## config.mk

```make
export PLATFORM = sky130hd
export DESIGN_NAME = qualified_identifier_lexer
export DESIGN_NICKNAME = d
export VERILOG_FILES = /design/src/hdl/qil_pkg.sv /design/src/hdl/qil_step.sv /design/src/hdl/qualified_identifier_lexer.sv
export SDC_FILE = /design/constraint.sdc
export NUM_CORES = 1
export LEC_CHECK = 0
export ABC_AREA = 1
export BUFFER_PORTS_ARGS = -buffer_cell sky130_fd_sc_hd__buf_2
export CORE_MARGIN = 5
export CORE_UTILIZATION = 48
export CTS_CLUSTER_DIAMETER = 50
export CTS_CLUSTER_SIZE = 28
export DETAILED_ROUTE_END_ITERATION = 16
export PLACE_DENSITY = 0.77
export SLEW_MARGIN = 0
export SYNTH_ARGS = -nofsm -noshare
export SYNTH_HDL_FRONTEND = slang
export SYNTH_SLANG_ARGS = --single-unit
export TNS_END_PERCENT = 30
```

## constraint.sdc

```tcl
create_clock -name clk -period 2.3 [get_ports clk]
set_clock_uncertainty 0.15 [all_clocks]
set_input_delay 0.115 -clock clk [delete_from_list [all_inputs] [get_ports clk]]
set_output_delay 0.115 -clock clk [all_outputs]
set_load 0.03 [all_outputs]
```

## src/hdl/qil_pkg.sv

```systemverilog
// Shared types, codes and constants for the qualified identifier lexer.
`timescale 1ns / 1ps

package qil_pkg;

  localparam int MAX_PARTS_DEF   = 3;
  localparam int CFG_ADDR_W      = 3;
  localparam int CFG_DATA_W      = 32;
  localparam logic [7:0] MAX_PART_BYTES_RST = 8'd128;

  localparam logic [CFG_ADDR_W-3:0] REG_MAX_PART_BYTES = '0;

  localparam logic [7:0] CHAR_QUOTE   = 8'h22;
  localparam logic [7:0] CHAR_DOT     = 8'h2e;
  localparam logic [7:0] CHAR_UNDER   = 8'h5f;
  localparam logic [7:0] CHAR_DOLLAR  = 8'h24;
  localparam logic [7:0] CHAR_HASH    = 8'h23;
  localparam logic [7:0] CHAR_SPACE   = 8'h20;
  localparam logic [7:0] CHAR_DEL     = 8'h7f;
  localparam logic [7:0] CASE_OFFSET  = 8'd32;

  typedef enum logic [1:0] {
    MODE_START,
    MODE_UNQ,
    MODE_QOPEN,
    MODE_QQUOTE
  } lex_mode_t;

  typedef enum logic [3:0] {
    ST_OK           = 4'd0,
    ST_EMPTY_NAME   = 4'd1,
    ST_EMPTY_PART   = 4'd2,
    ST_EMPTY_QUOTED = 4'd3,
    ST_CONTROL      = 4'd4,
    ST_UNTERMINATED = 4'd5,
    ST_BAD_START    = 4'd6,
    ST_TOO_LONG     = 4'd7,
    ST_TOO_MANY     = 4'd8,
    ST_BAD_SEP      = 4'd9
  } status_t;

  typedef struct packed {
    logic [7:0] name_byte;
    logic       last_byte;
    logic       empty_name;
  } in_t;

  typedef struct packed {
    logic [7:0] out_byte;
    logic       out_valid;
    logic [1:0] part_index;
    logic       name_done;
    status_t    status;
  } out_t;

  // Lexer state apart from the part count, whose width follows MAX_PARTS
  typedef struct packed {
    lex_mode_t  mode;
    logic [7:0] part_length;
    logic       quoted_seen;
    logic       length_over;
    status_t    error;
  } lex_state_t;

  function automatic logic is_alpha(input logic [7:0] b);
    return (b >= 8'h41 && b <= 8'h5a) || (b >= 8'h61 && b <= 8'h7a);
  endfunction

  function automatic logic is_digit(input logic [7:0] b);
    return b >= 8'h30 && b <= 8'h39;
  endfunction

  function automatic logic [7:0] to_upper(input logic [7:0] b);
    return (b >= 8'h61 && b <= 8'h7a) ? b - CASE_OFFSET : b;
  endfunction

endpackage

```

## src/hdl/qil_step.sv

```systemverilog
// Per-byte lexer step: next state and the result for one transaction.
`timescale 1ns / 1ps

module qil_step #(
  parameter int MAX_PARTS = qil_pkg::MAX_PARTS_DEF,
  parameter int CNT_W     = $clog2(MAX_PARTS + 2)
) (
  input  qil_pkg::in_t       item,
  input  qil_pkg::lex_state_t cur,
  input  logic [CNT_W-1:0]   cnt,
  input  logic [7:0]         max_part_bytes,
  output qil_pkg::lex_state_t nxt,
  output logic [CNT_W-1:0]   cnt_nxt,
  output qil_pkg::out_t      result
);

  localparam logic [CNT_W-1:0] PARTS_LIM = CNT_W'(MAX_PARTS);

  logic [7:0]       b;
  logic             emit;
  logic [7:0]       ob;
  logic             cb_fits;
  logic [7:0]       cb_len;
  logic             start_ok;
  logic             part_ok;
  logic [CNT_W-1:0] cnt_inc;

  assign b        = item.name_byte;
  assign cb_fits  = cur.part_length < max_part_bytes;
  assign cb_len   = cb_fits ? cur.part_length + 8'd1 : cur.part_length;
  assign start_ok = qil_pkg::is_alpha(b) || b == qil_pkg::CHAR_UNDER;
  assign part_ok  = start_ok || qil_pkg::is_digit(b) || b == qil_pkg::CHAR_DOLLAR ||
                    b == qil_pkg::CHAR_HASH;
  assign cnt_inc  = cnt + CNT_W'(1);

  always_comb begin
    nxt     = cur;
    cnt_nxt = cnt;
    emit    = 1'b0;
    ob      = '0;

    if (cur.error == qil_pkg::ST_OK) begin
      unique case (cur.mode)
        qil_pkg::MODE_START: begin
          if (b == qil_pkg::CHAR_QUOTE) begin
            nxt.part_length = cb_len;
            nxt.length_over = cur.length_over | ~cb_fits;
            nxt.mode        = qil_pkg::MODE_QOPEN;
            nxt.quoted_seen = 1'b0;
          end else if (start_ok) begin
            nxt.part_length = cb_len;
            nxt.length_over = cur.length_over | ~cb_fits;
            nxt.mode        = qil_pkg::MODE_UNQ;
            emit            = 1'b1;
            ob              = qil_pkg::to_upper(b);
          end else begin
            nxt.error = qil_pkg::ST_BAD_START;
          end
        end
        qil_pkg::MODE_QOPEN: begin
          if (b == qil_pkg::CHAR_QUOTE) begin
            nxt.part_length = cb_len;
            nxt.length_over = cur.length_over | ~cb_fits;
            nxt.mode        = qil_pkg::MODE_QQUOTE;
          end else if (b < qil_pkg::CHAR_SPACE || b == qil_pkg::CHAR_DEL) begin
            nxt.error = qil_pkg::ST_CONTROL;
          end else begin
            nxt.part_length = cb_len;
            nxt.length_over = cur.length_over | ~cb_fits;
            nxt.quoted_seen = 1'b1;
            emit            = 1'b1;
            ob              = b;
          end
        end
        qil_pkg::MODE_UNQ, qil_pkg::MODE_QQUOTE: begin
          if (cur.mode == qil_pkg::MODE_UNQ && part_ok) begin
            nxt.part_length = cb_len;
            nxt.length_over = cur.length_over | ~cb_fits;
            emit            = 1'b1;
            ob              = qil_pkg::to_upper(b);
          end else if (cur.mode == qil_pkg::MODE_QQUOTE && b == qil_pkg::CHAR_QUOTE) begin
            // doubled quote: one literal quote, back inside the part
            nxt.part_length = cb_len;
            nxt.length_over = cur.length_over | ~cb_fits;
            nxt.quoted_seen = 1'b1;
            nxt.mode        = qil_pkg::MODE_QOPEN;
            emit            = 1'b1;
            ob              = qil_pkg::CHAR_QUOTE;
          end else if (cur.mode == qil_pkg::MODE_QQUOTE && !cur.quoted_seen) begin
            nxt.error = qil_pkg::ST_EMPTY_QUOTED;
          end else begin
            // part ends here; this byte must be the separator
            if (cur.length_over) begin
              nxt.error = qil_pkg::ST_TOO_LONG;
            end else begin
              cnt_nxt = cnt_inc;
              if (cnt_inc > PARTS_LIM) begin
                nxt.error = qil_pkg::ST_TOO_MANY;
              end
            end
            if (nxt.error == qil_pkg::ST_OK) begin
              if (b == qil_pkg::CHAR_DOT) begin
                nxt.mode        = qil_pkg::MODE_START;
                nxt.part_length = '0;
                nxt.quoted_seen = 1'b0;
                nxt.length_over = 1'b0;
              end else begin
                nxt.error = qil_pkg::ST_BAD_SEP;
              end
            end
          end
        end
        default: nxt.error = cur.error;
      endcase
    end

    // end-of-name checks on the state left by this byte
    if (item.last_byte && nxt.error == qil_pkg::ST_OK) begin
      unique case (nxt.mode)
        qil_pkg::MODE_START: nxt.error = qil_pkg::ST_EMPTY_PART;
        qil_pkg::MODE_QOPEN: nxt.error = qil_pkg::ST_UNTERMINATED;
        qil_pkg::MODE_UNQ, qil_pkg::MODE_QQUOTE: begin
          if (nxt.mode == qil_pkg::MODE_QQUOTE && !nxt.quoted_seen) begin
            nxt.error = qil_pkg::ST_EMPTY_QUOTED;
          end else if (nxt.length_over) begin
            nxt.error = qil_pkg::ST_TOO_LONG;
          end else if (cnt_nxt + CNT_W'(1) > PARTS_LIM) begin
            nxt.error = qil_pkg::ST_TOO_MANY;
          end
        end
        default: nxt.error = nxt.error;
      endcase
    end

    result.out_valid  = emit && (cnt < PARTS_LIM);
    result.out_byte   = result.out_valid ? ob : 8'd0;
    result.part_index = result.out_valid ? cnt[1:0] : 2'd0;
    result.name_done  = item.last_byte;
    result.status     = nxt.error;

    if (item.empty_name) begin
      result.out_valid  = 1'b0;
      result.out_byte   = 8'd0;
      result.part_index = 2'd0;
      result.name_done  = 1'b1;
      result.status     = qil_pkg::ST_EMPTY_NAME;
    end

    // a finished name returns the lexer to its idle state
    if (item.empty_name || item.last_byte) begin
      nxt.mode        = qil_pkg::MODE_START;
      nxt.part_length = '0;
      nxt.quoted_seen = 1'b0;
      nxt.length_over = 1'b0;
      nxt.error       = qil_pkg::ST_OK;
      cnt_nxt         = '0;
    end
  end

endmodule

```

## src/hdl/qualified_identifier_lexer.sv

```systemverilog
// Top level of the qualified identifier lexer: channels, registers, config port.
//
//  Channel   Direction  Handshake            Payload
//  in_       input      in_valid/in_stall    qil_pkg::in_t  (one name byte)
//  out_      output     out_valid/out_stall  qil_pkg::out_t (one result)
//  cfg_      input      APB write/read       max_part_bytes at byte address 0
//
// One transaction in, one result out, one transaction per cycle sustained while out_stall is low.
// The path is an input register, then the lexer step into the result
// register. The per-byte mode update is the only loop.
// Reset (synchronous, rst_n low) empties both stages and clears the lexer state;
// max_part_bytes returns to 128. A stalled result holds the output register and
// the input register holds behind it; in_stall rises only when both are full.
`timescale 1ns / 1ps

module qualified_identifier_lexer #(
  parameter int MAX_PARTS = qil_pkg::MAX_PARTS_DEF
) (
  input  logic                           clk,
  input  logic                           rst_n,

  input  logic                           in_valid,
  output logic                           in_stall,
  input  qil_pkg::in_t                   in_data,

  output logic                           out_valid,
  input  logic                           out_stall,
  output qil_pkg::out_t                  out_data,

  input  logic                           cfg_psel,
  input  logic                           cfg_penable,
  input  logic                           cfg_pwrite,
  input  logic [qil_pkg::CFG_ADDR_W-1:0] cfg_paddr,
  input  logic [qil_pkg::CFG_DATA_W-1:0] cfg_pwdata,
  output logic [qil_pkg::CFG_DATA_W-1:0] cfg_prdata,
  output logic                           cfg_pready
);

  // part count must reach MAX_PARTS + 1 to flag too many parts
  localparam int CNT_W = $clog2(MAX_PARTS + 2);

  logic                s1_valid_r;
  qil_pkg::in_t        s1_data_r;
  logic                out_valid_r;
  qil_pkg::out_t       out_data_r;

  qil_pkg::lex_state_t lex_r;
  qil_pkg::lex_state_t lex_nxt;
  logic [CNT_W-1:0]    cnt_r;
  logic [CNT_W-1:0]    cnt_nxt;
  qil_pkg::out_t       result;

  logic [7:0]          max_part_bytes_r;
  logic                reg_sel;
  logic                advance;

  // ---- configuration port: single register, writes land in the access phase
  assign cfg_pready = 1'b1;
  assign reg_sel    = cfg_paddr[qil_pkg::CFG_ADDR_W-1:2] == qil_pkg::REG_MAX_PART_BYTES;
  assign cfg_prdata = reg_sel ? {{(qil_pkg::CFG_DATA_W-8){1'b0}}, max_part_bytes_r} : '0;

  always_ff @(posedge clk) begin
    if (!rst_n) begin
      max_part_bytes_r <= qil_pkg::MAX_PART_BYTES_RST;
    end else if (cfg_psel && cfg_penable && cfg_pwrite && cfg_pready && reg_sel) begin
      max_part_bytes_r <= cfg_pwdata[7:0];
    end
  end

  // ---- handshake: advance the input stage when the result register frees up
  assign advance   = s1_valid_r && (!out_valid_r || !out_stall);
  assign in_stall  = s1_valid_r && !advance;
  assign out_valid = out_valid_r;
  assign out_data  = out_data_r;

  always_ff @(posedge clk) begin
    if (!rst_n) begin
      s1_valid_r <= 1'b0;
    end else if (!in_stall) begin
      s1_valid_r <= in_valid;
    end
  end

  // payload needs no reset
  always_ff @(posedge clk) begin
    if (!in_stall && in_valid) begin
      s1_data_r <= in_data;
    end
  end

  qil_step #(
    .MAX_PARTS (MAX_PARTS),
    .CNT_W     (CNT_W)
  ) u_step (
    .item           (s1_data_r),
    .cur            (lex_r),
    .cnt            (cnt_r),
    .max_part_bytes (max_part_bytes_r),
    .nxt            (lex_nxt),
    .cnt_nxt        (cnt_nxt),
    .result         (result)
  );

  // lexer state moves only when a transaction leaves the input stage
  always_ff @(posedge clk) begin
    if (!rst_n) begin
      lex_r.mode        <= qil_pkg::MODE_START;
      lex_r.part_length <= '0;
      lex_r.quoted_seen <= 1'b0;
      lex_r.length_over <= 1'b0;
      lex_r.error       <= qil_pkg::ST_OK;
      cnt_r             <= '0;
      out_valid_r       <= 1'b0;
    end else if (advance) begin
      lex_r       <= lex_nxt;
      cnt_r       <= cnt_nxt;
      out_valid_r <= 1'b1;
    end else if (!out_stall) begin
      // result taken, nothing new behind it: drop valid
      out_valid_r <= 1'b0;
    end
  end

  always_ff @(posedge clk) begin
    if (advance) begin
      out_data_r <= result;
    end
  end

endmodule
```

======== Word level (Yosys, flattened, before mapping) ========
Index checks and enable logic that the tools add are counted.
cells by class
  $add $sub $neg .......................... 4
  order comparisons ....................... 11
  eq/ne operators ......................... 18
  muxes and demuxes ....................... 68
  bitwise gates (word level) .............. 5
  reductions and logical operators ........ 40
operator list
  cell                   count
  $mux W8                10
  $mux W4                19
  $mux W16               3
  $pmux W16 S3           1
  $mux W12               3
  $eq A8 B6 Y1 const B   4
  $mux W10               3
  $pmux W8 S3            1
  $mux W3                7
  $eq A8 B7 Y1 const B   2
  $ge A8 B7 Y1 const B   2
  $le A8 B7 Y1 const B   2
  $mux W1                16
  $logic_and A1 B1 Y1    15
  $logic_not A4 Y1       3
  $pmux W4 S3            1
  $ne A5 B1 Y1 const B   2
  $add A8 B1 Y8 const B  1
  $eq A2 B2 Y1 const B   4
  $ge A8 B6 Y1 const B   1
  $le A8 B6 Y1 const B   1
  $logic_or A1 B1 Y1     8
  $lt A8 B6 Y1 const B   1
  $lt A8 B8 Y1           1
  other kinds (20)       35
storage, ports and cells
  flip-flop bits (word level) ............. 55
  output and inout bits ................... 51
  word-level logic and storage cells ...... 163

======== Depth between registers and ports, before layout ========
Gate-level depths: netlist (run 1).
  depth in word-level cells ............... 24
  mapped depth ............................ 20
  gate-level depth less buffers ........... 19

======== Modules after synthesis ========
From an unflattened synthesis (run 1), not the netlist that was laid out.
second synthesis, totals
  cell total of the unflattened synthesis .. 604
  area total of the unflattened synthesis .. 4,269.1 um2
modules (own cells, without submodules)
  module                      times used  cells each  area an instance (um2)  sequential area each (um2)
  qualified_identifier_lexer  1           220         2,189.6                 1,361.3
  qil_step                    1           384         2,079.5                 0.0

======== Worst setup path after synthesis (run 1) ========
OpenSTA, ideal clock, no wires.
  kind .................................... flip-flop to flip-flop
  start ................................... register s1_data_r[7] (netlist name)
  end ..................................... register out_data_r, in the netlist out_data[3] (data pin)
  library setup time ...................... 262 ps
  arrival ................................. 2,139 ps
  required time ........................... 1,888 ps
  slack ................................... -251 ps
  cell stages (with the launch flop) ...... 18
  path buffers ............................ 1
  path through ............................ edfxtp_1 buf_4 inv_2 ha_1 nand2_1 inv_1 nand3_1 nand4_1 nand2_2 nand3_2 nand2_4 nand2_1 o21ai_0 ha_1 nand4_1 nand3_1 nand3_1 a21oi_1
between the ends
  word-level cells in the longest chain between the ends .. 18
  elaborated cells on any way between the ends .. 70
ends and longest elaborated chain
  item                                                 line                               RTL
  start, declared                                      qualified_identifier_lexer.sv:43   qil_pkg::in_t s1_data_r;
  start signal, assigned                               qualified_identifier_lexer.sv:87   s1_data_r <= in_data;
  $ge A8 B7 Y1 / $le A8 B7 Y1 (equally long branches)  qil_pkg.sv:66                      return (b >= 8'h41 && b <= 8'h5a) || (b >= 8'h61 && b <= 8'h7a);
  $logic_and A1 B1 Y1                                  qil_pkg.sv:66
  $logic_or A1 B1 Y1                                   qil_pkg.sv:66
  $logic_or A1 B1 Y1                                   qil_step.sv:31                     assign start_ok = qil_pkg::is_alpha(b) || b == qil_pkg::CHAR_UNDER;
  $logic_or A1 B1 Y1 (3 in a row)                      qil_step.sv:32                     assign part_ok = start_ok || qil_pkg::is_digit(b) || b == qil_pkg::CHAR_DOLLAR ||
  $logic_and A1 B1 Y1                                  qil_step.sv:76                     if (cur.mode == qil_pkg::MODE_UNQ && part_ok) begin
  $mux W3                                              qil_step.sv:76
  $mux W3                                              qil_step.sv:43                     unique case (cur.mode)
  $mux W3                                              qil_step.sv:42                     if (cur.error == qil_pkg::ST_OK) begin
  $add A3 B1 Y3                                        qil_step.sv:127                    end else if (cnt_nxt + CNT_W'(1) > PARTS_LIM) begin
  $gt A3 B2 Y1                                         qil_step.sv:127
  $mux W4                                              qil_step.sv:127
  $mux W4                                              qil_step.sv:125                    end else if (nxt.length_over) begin
  $mux W4                                              qil_step.sv:123                    if (nxt.mode == qil_pkg::MODE_QQUOTE && !nxt.quoted_seen) begin
  $pmux W4 S3                                          qil_step.sv:119                    unique case (nxt.mode)
  $mux W4 *                                            qil_step.sv:118                    if (item.last_byte && nxt.error == qil_pkg::ST_OK) begin
  end signal, assigned                                 qualified_identifier_lexer.sv:126  out_data_r <= result;
  end, declared                                        qualified_identifier_lexer.sv:45   qil_pkg::out_t out_data_r;
Every way passes the cells marked *; elsewhere a longest branch is shown, timed or not. The select of a mux whose other input is x is not followed.
A chain may end at the register's enable or synchronous reset.

======== Final worst setup path (run 1) ========
  start ................................... register s1_data_r[3] (netlist name)
  end ..................................... register out_data_r, in the netlist out_data[3] (data pin)
The elaborated chain is that of the path after synthesis.

==> results of run 1 <==
worst max path at each step:
stage                  end  slack [ns]          from
2_1_floorplan  out_data[3]       -0.11  s1_data_r[7]
3_3_place_gp   out_data[3]       -0.24  s1_data_r[2]
3_5_place_dp   out_data[3]       -0.30  s1_data_r[6]
4_1_cts        out_data[3]       -0.18  s1_data_r[8]
5_1_grt        out_data[3]       -0.43  s1_data_r[3]
6_report       out_data[3]       -0.30  s1_data_r[3]
sequential cells by signal, indices dropped and copies added (netlist names):
register and cells:
lex_r 16, out_valid 1, out_data 16, s1_data_r 10, cnt_r 3, s1_valid_r 1, max_part_bytes_r 8
critical path: cells and delay by family (launching register included):
family | cells | cell delay, ns
and+or+nand+nor | 9 | 1.04
AOI/OAI and AO/OA | 2 | 0.26
DFF | 1 | 0.47
adders and majority gates | 1 | 0.25
buffers and inverters | 1 | 0.18
layer usage:
layer	track usage, %	up-vias	routed length [um]
met5	0	-	0
met4	9.24	0	359
met3	3.96	42	873
met2	41.6	204	6080
met1	26.2	1916	4540
li1	-	2040	-
where the power goes:
part	switching [uW]	leakage, uW	internal (uW)
sequential	26.1	0.000484	1060
clock	318	0.0000484	248
combinational	339	0.00213	228
total	683	0.00267	1540
Yosys cell counts (all sizes together) (5+ instances only):
library cell and count:
inv 86, nand2 110, nor3 10, nand3 50, clkbuf 5, ha 15
o21ai 26, dfxtp 29, buf 30, nor2 69, edfxtp 26, nand4 16
a21oi 31, nand3b 5
stage by stage:
step	utilization, %	std cells	setup slack [ns]	power [uW]
2_1_floorplan	-	555	-0.111	1420
3_3_place_gp	60.8	759	-0.241	1540
3_5_place_dp	60.8	759	-0.296	1550
4_1_cts	68.8	808	-0.178	2170
5_1_grt	71.6	816	-0.434	2320
6_report	71.6	816	-0.299	2220
repair_timing:
| item | CTS | global route |
|---|---|---|
| gates resized for setup | 35 | 47 |
| cloned | 1 | 0 |
| endpoints found under the hold margin | 20 | 1 |
| setup endpoints to repair | 27 | 31 |
| hold buffers | 27 | 1 |
| buffers inserted | 13 | 7 |
| pin swaps | 20 | 21 |
cell type report:
type	count	area [um2]
clock buffer	7	86.3
multi-input combinational	377	2180
clock inverter	1	8.76
inverter	88	333
timing repair buffer	186	1400
fill	561	2180
tap	102	128
sequential	55	1360
cell families after synthesis:
| logic type | synth area share [%] |
|---|---|
| other | 0.200 |
| and+or+nand+nor | 31.5 |
| AOI/OAI and AO/OA | 10.7 |
| xor gates and xnor gates | 1.16 |
| DFF | 36.2 |
| adders and majority gates | 4.99 |
| buffers and inverters | 15.2 |
cells in the final DEF (no fill, tap or decap), types with 4 or more instances in the layout:
master,count
sky130_fd_sc_hd__nand3_2,8
sky130_fd_sc_hd__buf_2,51
sky130_fd_sc_hd__inv_1,82
sky130_fd_sc_hd__nand2_4,8
sky130_fd_sc_hd__o21ai_2,4
sky130_fd_sc_hd__inv_2,4
sky130_fd_sc_hd__nor2_2,7
sky130_fd_sc_hd__nand3_1,40
sky130_fd_sc_hd__buf_6,6
sky130_fd_sc_hd__clkbuf_8,6
sky130_fd_sc_hd__nand4_1,16
sky130_fd_sc_hd__nor2_1,59
sky130_fd_sc_hd__a21oi_2,4
sky130_fd_sc_hd__nand3b_1,5
sky130_fd_sc_hd__o21ai_0,16
sky130_fd_sc_hd__dfxtp_1,27
sky130_fd_sc_hd__o21ai_1,4
sky130_fd_sc_hd__nand2_1,85
sky130_fd_sc_hd__edfxtp_1,26
sky130_fd_sc_hd__conb_1,25
sky130_fd_sc_hd__nand2_2,17
sky130_fd_sc_hd__nor3_1,4
sky130_fd_sc_hd__ha_1,13
sky130_fd_sc_hd__dlygate4sd3_1,28
sky130_fd_sc_hd__buf_4,98
sky130_fd_sc_hd__a21oi_1,26
sky130_fd_sc_hd__nor3_2,4
==> impl_metrics.csv, run 1 <==
group,metric,value,unit
synth,sequential_element_share_of_the_synthesized_area,36.2,%
clocking,cts-root-to-sink-buffers,2,
worst_hold_path,holdPathEnd,"max_part_bytes_r[2]",
worst_hold_path,worst_hold_startpoint,"cfg_psel",
setup_path,worstPathCellList,"buf_4 > nand3_1 > nor2_1 > nand3_1 > nand3_2 > nor3_4 > nand2_4 > o21ai_4 > ha_1 > nand4_1 > nand3_1 > nand3_1 > a21oi_1",
placed_design,dp_hpwl,7.82,mm
timing,setup-violations-final,28,
drt,avgViaCountPerCell,5.15,
synth,synth.ff_latch_count,55,
synth,synth_warnings,0,
global_route,grt_antenna_before_repair,0,
global_route,grt_start_max_net_pins,19,
run_status,violated_checks,"setup timing",
clocking,tritoncts,"yes",
floorplanning,design.portCount,103,
clocking,clock_sinks,55,
worst_hold_path,hold-path-cell-count,4,
timing,post-route-worst-setup-slack,-0.299,ns
cells_and_area,design.final.nets,780,
placed_design,finalWeightedCongestion,0.912,
floorplanning,area_enclosed_by_the_die_boundary,9710,um2
synth,synth.avg_cell_area,7.07,um2
placed_design,port_buffers,51,
setup_path,worst_r2r_path_depth,13,
cells_and_area,layout-drive-gt1-share,33.8,%
timing,slew_viols_final,0,
timing,hold_violation_total_from_the_final_report,0,
synth,synth_top_cells_by_area,"sky130_fd_sc_hd__edfxtp_1 21%, sky130_fd_sc_hd__dfxtp_1 15%, sky130_fd_sc_hd__nand2_1 10%",
timing,final.setup.tns,-4.50,ns
setup_path,worstSetupPathType,"flop to flop",
synth,mappedNetlistArea,3760,um2
synth,synth-async-reset-ratio,0,%
global_route,grt.overflow.total,0,
setup_path,setup.worst_path.end_class,"flop",
clocking,buffer_type_at_the_clock_tree_root,"sky130_fd_sc_hd__clkbuf_8",
power_and_ir_drop,power_density,403,nW/um2
clocking,cts.reportedPaths.clkPinSlew,0.10,ns
setup_path,r2r_slack,-0.30,ns
worst_hold_path,timing.hold.worst.class,"primary input to flop",
setup_path,worst-endpoint-required,2.21,ns
synth,dominantRegCellSynth,"sky130_fd_sc_hd__dfxtp_1",
clocking,tritoncts.num_buffers,5,
timing,maxClockFrequency,0.385,GHz
timing,grt_setup_unrepaired,"true",
setup_path,most_common_cell_on_crit_path,"sky130_fd_sc_hd__nand3_1",
floorplanning,core.rowCount,32,
drt,finalWirelength,11.9,mm
power_and_ir_drop,static_leakage,0.00267,uW
synth,synth_top_cell_by_area,"sky130_fd_sc_hd__edfxtp_1",
timing,min_period,2.60,ns
timing,final.hold.worst_slack,0.321,ns
synth,ys_types,43,
setup_path,critical-path-max-stage-delay,0.47,ns
drt,final_routed_wire_length_divided_by_cell_count,14.5,um
floorplanning,floorplan.core_area,7690,um2
setup_path,cp-start-kind,"flop",
synth,synth_top_cell_area_share,20.7,%
floorplanning,initial_utilization,49.0,%
setup_path,worstPathMaxFanout,4,
drt,via_count,4202,
flow_run,drv_cap,0,
placed_design,dpl-instance-area,4670,um2
clocking,clkLatencyLatePin,0.32,ns
global_route,grt.total_usage,22.8,%
global_route,grt_pass1_vias,4013,
setup_path,worst_path_max_delay_cell,"sky130_fd_sc_hd__edfxtp_1",
drt,drt-pass1-iter-count,7,
synth,post_synth_inst_count,532,
floorplanning,die_y,98.6,um
cells_and_area,final_design_area_no_fill,5510,um2
drt,detailedRoute.firstIterationViolations,429,
global_route,grt_first_pass_wirelength,18.3,mm
floorplanning,dieWidth,98.6,um
synth,number_of_enable_type_register_cells_in_the_synthesized_netlist,26,
drt,final_antenna_net_count,0,
cells_and_area,antennaDiodeCount,0,
run_status,outcome,"complete, but fails checks",
timing,post-route-period-util,113,%
drt,post-route-drc-count,0,
clocking,cts.htree.levels,2,
power_and_ir_drop,power.ir.vdd_worst,0.280,mV
setup_path,worstReg2RegEnd,"out_data[3]",
setup_path,crit_arrival,2.51,ns
setup_path,worstReg2RegStart,"s1_data_r[3]",
cells_and_area,syn2layout_area_growth,46.3,%
Note: power is estimated with default switching activity, not from simulation.
==> inputs of run 2 (changes only) <==
--- a/config.mk
+++ b/config.mk
@@ -12,7 +12,7 @@
 export CTS_CLUSTER_DIAMETER = 50
 export CTS_CLUSTER_SIZE = 28
 export DETAILED_ROUTE_END_ITERATION = 16
-export PLACE_DENSITY = 0.77
+export PLACE_DENSITY_LB_ADDON = 0.25
 export SLEW_MARGIN = 0
 export SYNTH_ARGS = -nofsm -noshare
 export SYNTH_HDL_FRONTEND = slang
==> impl_metrics.csv, run 2 (same netlist as run 1, synthesis figures left out) <==
group,metric,value,unit
run_status,outcome,"complete, but fails checks",
run_status,violated_checks,"setup timing",
drt,final_antenna_net_count,0,
setup_path,worstReg2RegEnd,"out_data[3]",
clocking,clock_sinks,55,
placed_design,finalWeightedCongestion,0.899,
timing,tightest_pin_transition,0.619,ns
clocking,tritoncts,"yes",
drt,drt-pass1-iter-count,5,
flow_run,drv_cap,0,
power_and_ir_drop,p_seq_share,45.9,%
floorplanning,design.portCount,103,
global_route,grt_antenna_before_repair,0,
global_route,grt.overflow.total,0,
drt,final_routed_wire_length_divided_by_cell_count,15.0,um
setup_path,worstReg2RegStart,"s1_data_r[8]",
floorplanning,dieWidth,98.6,um
cells_and_area,final_design_area_no_fill,5710,um2
power_and_ir_drop,net_switching_power,704,uW
setup_path,crit_arrival,2.60,ns
worst_hold_path,holdPathEnd,"max_part_bytes_r[1]",
setup_path,worst-endpoint-required,2.23,ns
clocking,cts.htree.levels,2,
power_and_ir_drop,p_comb_share,25.2,%
power_and_ir_drop,power_internal,1660,uW
cells_and_area,layout-drive-gt1-share,36.9,%
setup_path,cp-start-kind,"flop",
cells_and_area,most_frequent_cells_in_the_layout,"105 x sky130_fd_sc_hd__buf_4, 77 x sky130_fd_sc_hd__nand2_1, 77 x sky130_fd_sc_hd__inv_1",
clocking,cts-root-to-sink-buffers,2,
placed_design,port_buffers,51,
timing,min_period,2.68,ns
clocking,buffer_type_at_the_clock_tree_root,"sky130_fd_sc_hd__clkbuf_8",
cells_and_area,design.final.nets,787,
setup_path,setup.worst_path.end_class,"flop",
timing,hold_violation_total_from_the_final_report,0,
placed_design,dp_hpwl,7.93,mm
power_and_ir_drop,power_density,415,nW/um2
global_route,grt_start_max_net_pins,21,
clocking,tritoncts.num_buffers,5,
drt,post-route-drc-count,0,
timing,setup-violations-final,31,
power_and_ir_drop,sw_frac_of_total,29.7,%
clocking,clkLatencyLatePin,0.32,ns
timing,final.hold.worst_slack,0.315,ns
power_and_ir_drop,static_leakage,0.00272,uW
setup_path,worstSetupPathType,"flop to flop",
global_route,grt.total_usage,22.9,%
worst_hold_path,hold-path-cell-count,4,
drt,finalWirelength,12.4,mm
timing,grt_setup_unrepaired,"true",
drt,avgViaCountPerCell,5.24,
floorplanning,core.rowCount,32,
cells_and_area,antennaDiodeCount,0,
timing,slew_headroom,58.6,%
power_and_ir_drop,power.clock.fraction,28.9,%
drt,via_count,4309,
worst_hold_path,timing.hold.worst.class,"primary input to flop",
floorplanning,initial_utilization,49.0,%
setup_path,r2r_slack,-0.38,ns
clocking,cts.reportedPaths.clkPinSlew,0.10,ns
cells_and_area,syn2layout_area_growth,51.7,%
timing,maxClockFrequency,0.374,GHz
worst_hold_path,worst_hold_startpoint,"cfg_pwrite",
global_route,grt_first_pass_wirelength,18.4,mm
floorplanning,die_y,98.6,um
timing,slew_viols_final,0,
placed_design,dpl-instance-area,4690,um2
cells_and_area,final_common_cell,"sky130_fd_sc_hd__buf_4",
timing,post-route-period-util,116,%
setup_path,worst_r2r_path_depth,16,
power_and_ir_drop,power.ir.vdd_worst,0.324,mV
timing,post-route-worst-setup-slack,-0.377,ns
drt,detailedRoute.firstIterationViolations,385,
setup_path,worstPathMaxFanout,4,
global_route,grt_pass1_vias,3996,
floorplanning,floorplan.core_area,7690,um2
cells_and_area,finalCoreUtilization,74.3,%
floorplanning,area_enclosed_by_the_die_boundary,9710,um2
-- run 2: cell types whose count changed in the layout (fill, tap and decap cells not counted), sizes merged --
cell    before  now
clkinv       2    1
buf        157  164
clkbuf       8    9
-- run 2: through the flow --
| step | total power [uW] | setup TNS [ns] | setup slack, ns | instances |
|---|---|---|---|---|
| after floorplan | 1420 | -0.148 | -0.111 | 555 |
| after global placement | 1550 | -1.66 | -0.177 | 763 |
| after detailed placement | 1560 | -2.80 | -0.261 | 763 |
| after CTS | 2310 | -1.56 | -0.169 | 813 |
| after global routing | 2450 | -10.67 | -0.487 | 823 |
| final | 2370 | -6.54 | -0.377 | 823 |
-- run 2: per-layer routing --
layer  up-vias  wire [um]  GRT usage, %
met2       232       6410          42.6
met4         0        404          8.09
li1       2056          -             -
met5         -          0             0
met3        47       1030          3.18
met1      1974       4540          26.7
-- run 2: critical path: stages, from the launching register on --
cell,delay [ns]
sky130_fd_sc_hd__edfxtp_1,0.45
sky130_fd_sc_hd__buf_6,0.16
sky130_fd_sc_hd__inv_2,0.06
sky130_fd_sc_hd__ha_1,0.15
sky130_fd_sc_hd__nand3_1,0.13
sky130_fd_sc_hd__o21ai_1,0.15
sky130_fd_sc_hd__nand3_1,0.15
sky130_fd_sc_hd__nand3_4,0.12
sky130_fd_sc_hd__nand2_8,0.08
sky130_fd_sc_hd__nand2_8,0.13
sky130_fd_sc_hd__nand2_4,0.05
sky130_fd_sc_hd__o21ai_4,0.10
sky130_fd_sc_hd__ha_4,0.25
sky130_fd_sc_hd__nand4_1,0.08
sky130_fd_sc_hd__nand3_1,0.07
sky130_fd_sc_hd__nand3_1,0.08
sky130_fd_sc_hd__a21oi_1,0.07
-- run 2: area by class of cell --
cell class / count / area (um2)
Timing Repair Buffer: 193 / 1450
Tap cell: 102 / 128
Inverter: 88 / 338
Fill cell: 562 / 1980
Multi-Input combinational cell: 377 / 2310
Clock buffer: 8 / 126
Sequential cell: 55 / 1360
-- run 2: what timing repair did --
action / CTS / global route
endpoints found under the hold margin: 20 / 0
pin swaps: 28 / 37
gates cloned: 0 / 1
hold buffers: 28 / 0
resized for setup: 56 / 53
setup endpoints to repair: 27 / 31
buffers inserted: 14 / 10
-- run 2: worst max-delay path by stage --
| stage | start | end | slack [ns] | depth (start not counted) |
|---|---|---|---|---|
| global placement | s1_data_r[7] | out_data[3] | -0.18 | 14 |
| floorplan | s1_data_r[7] | out_data[3] | -0.11 | 18 |
| detailed placement | s1_data_r[7] | out_data[3] | -0.26 | 14 |
| finish | s1_data_r[8] | out_data[3] | -0.38 | 16 |
| global route | s1_data_r[4] | out_data[3] | -0.49 | 14 |
| CTS | s1_data_r[8] | out_data[3] | -0.17 | 16 |
-- run 2: power by group through the flow --
stage                     registers [uW]  clock network (uW)  logic, uW
after floorplan                     1130                   0        283
after global placement              1110                   0        440
after detailed placement            1110                   0        448
after CTS                           1090                 695        533
after global routing                1090                 723        639
final                               1090                 685        597
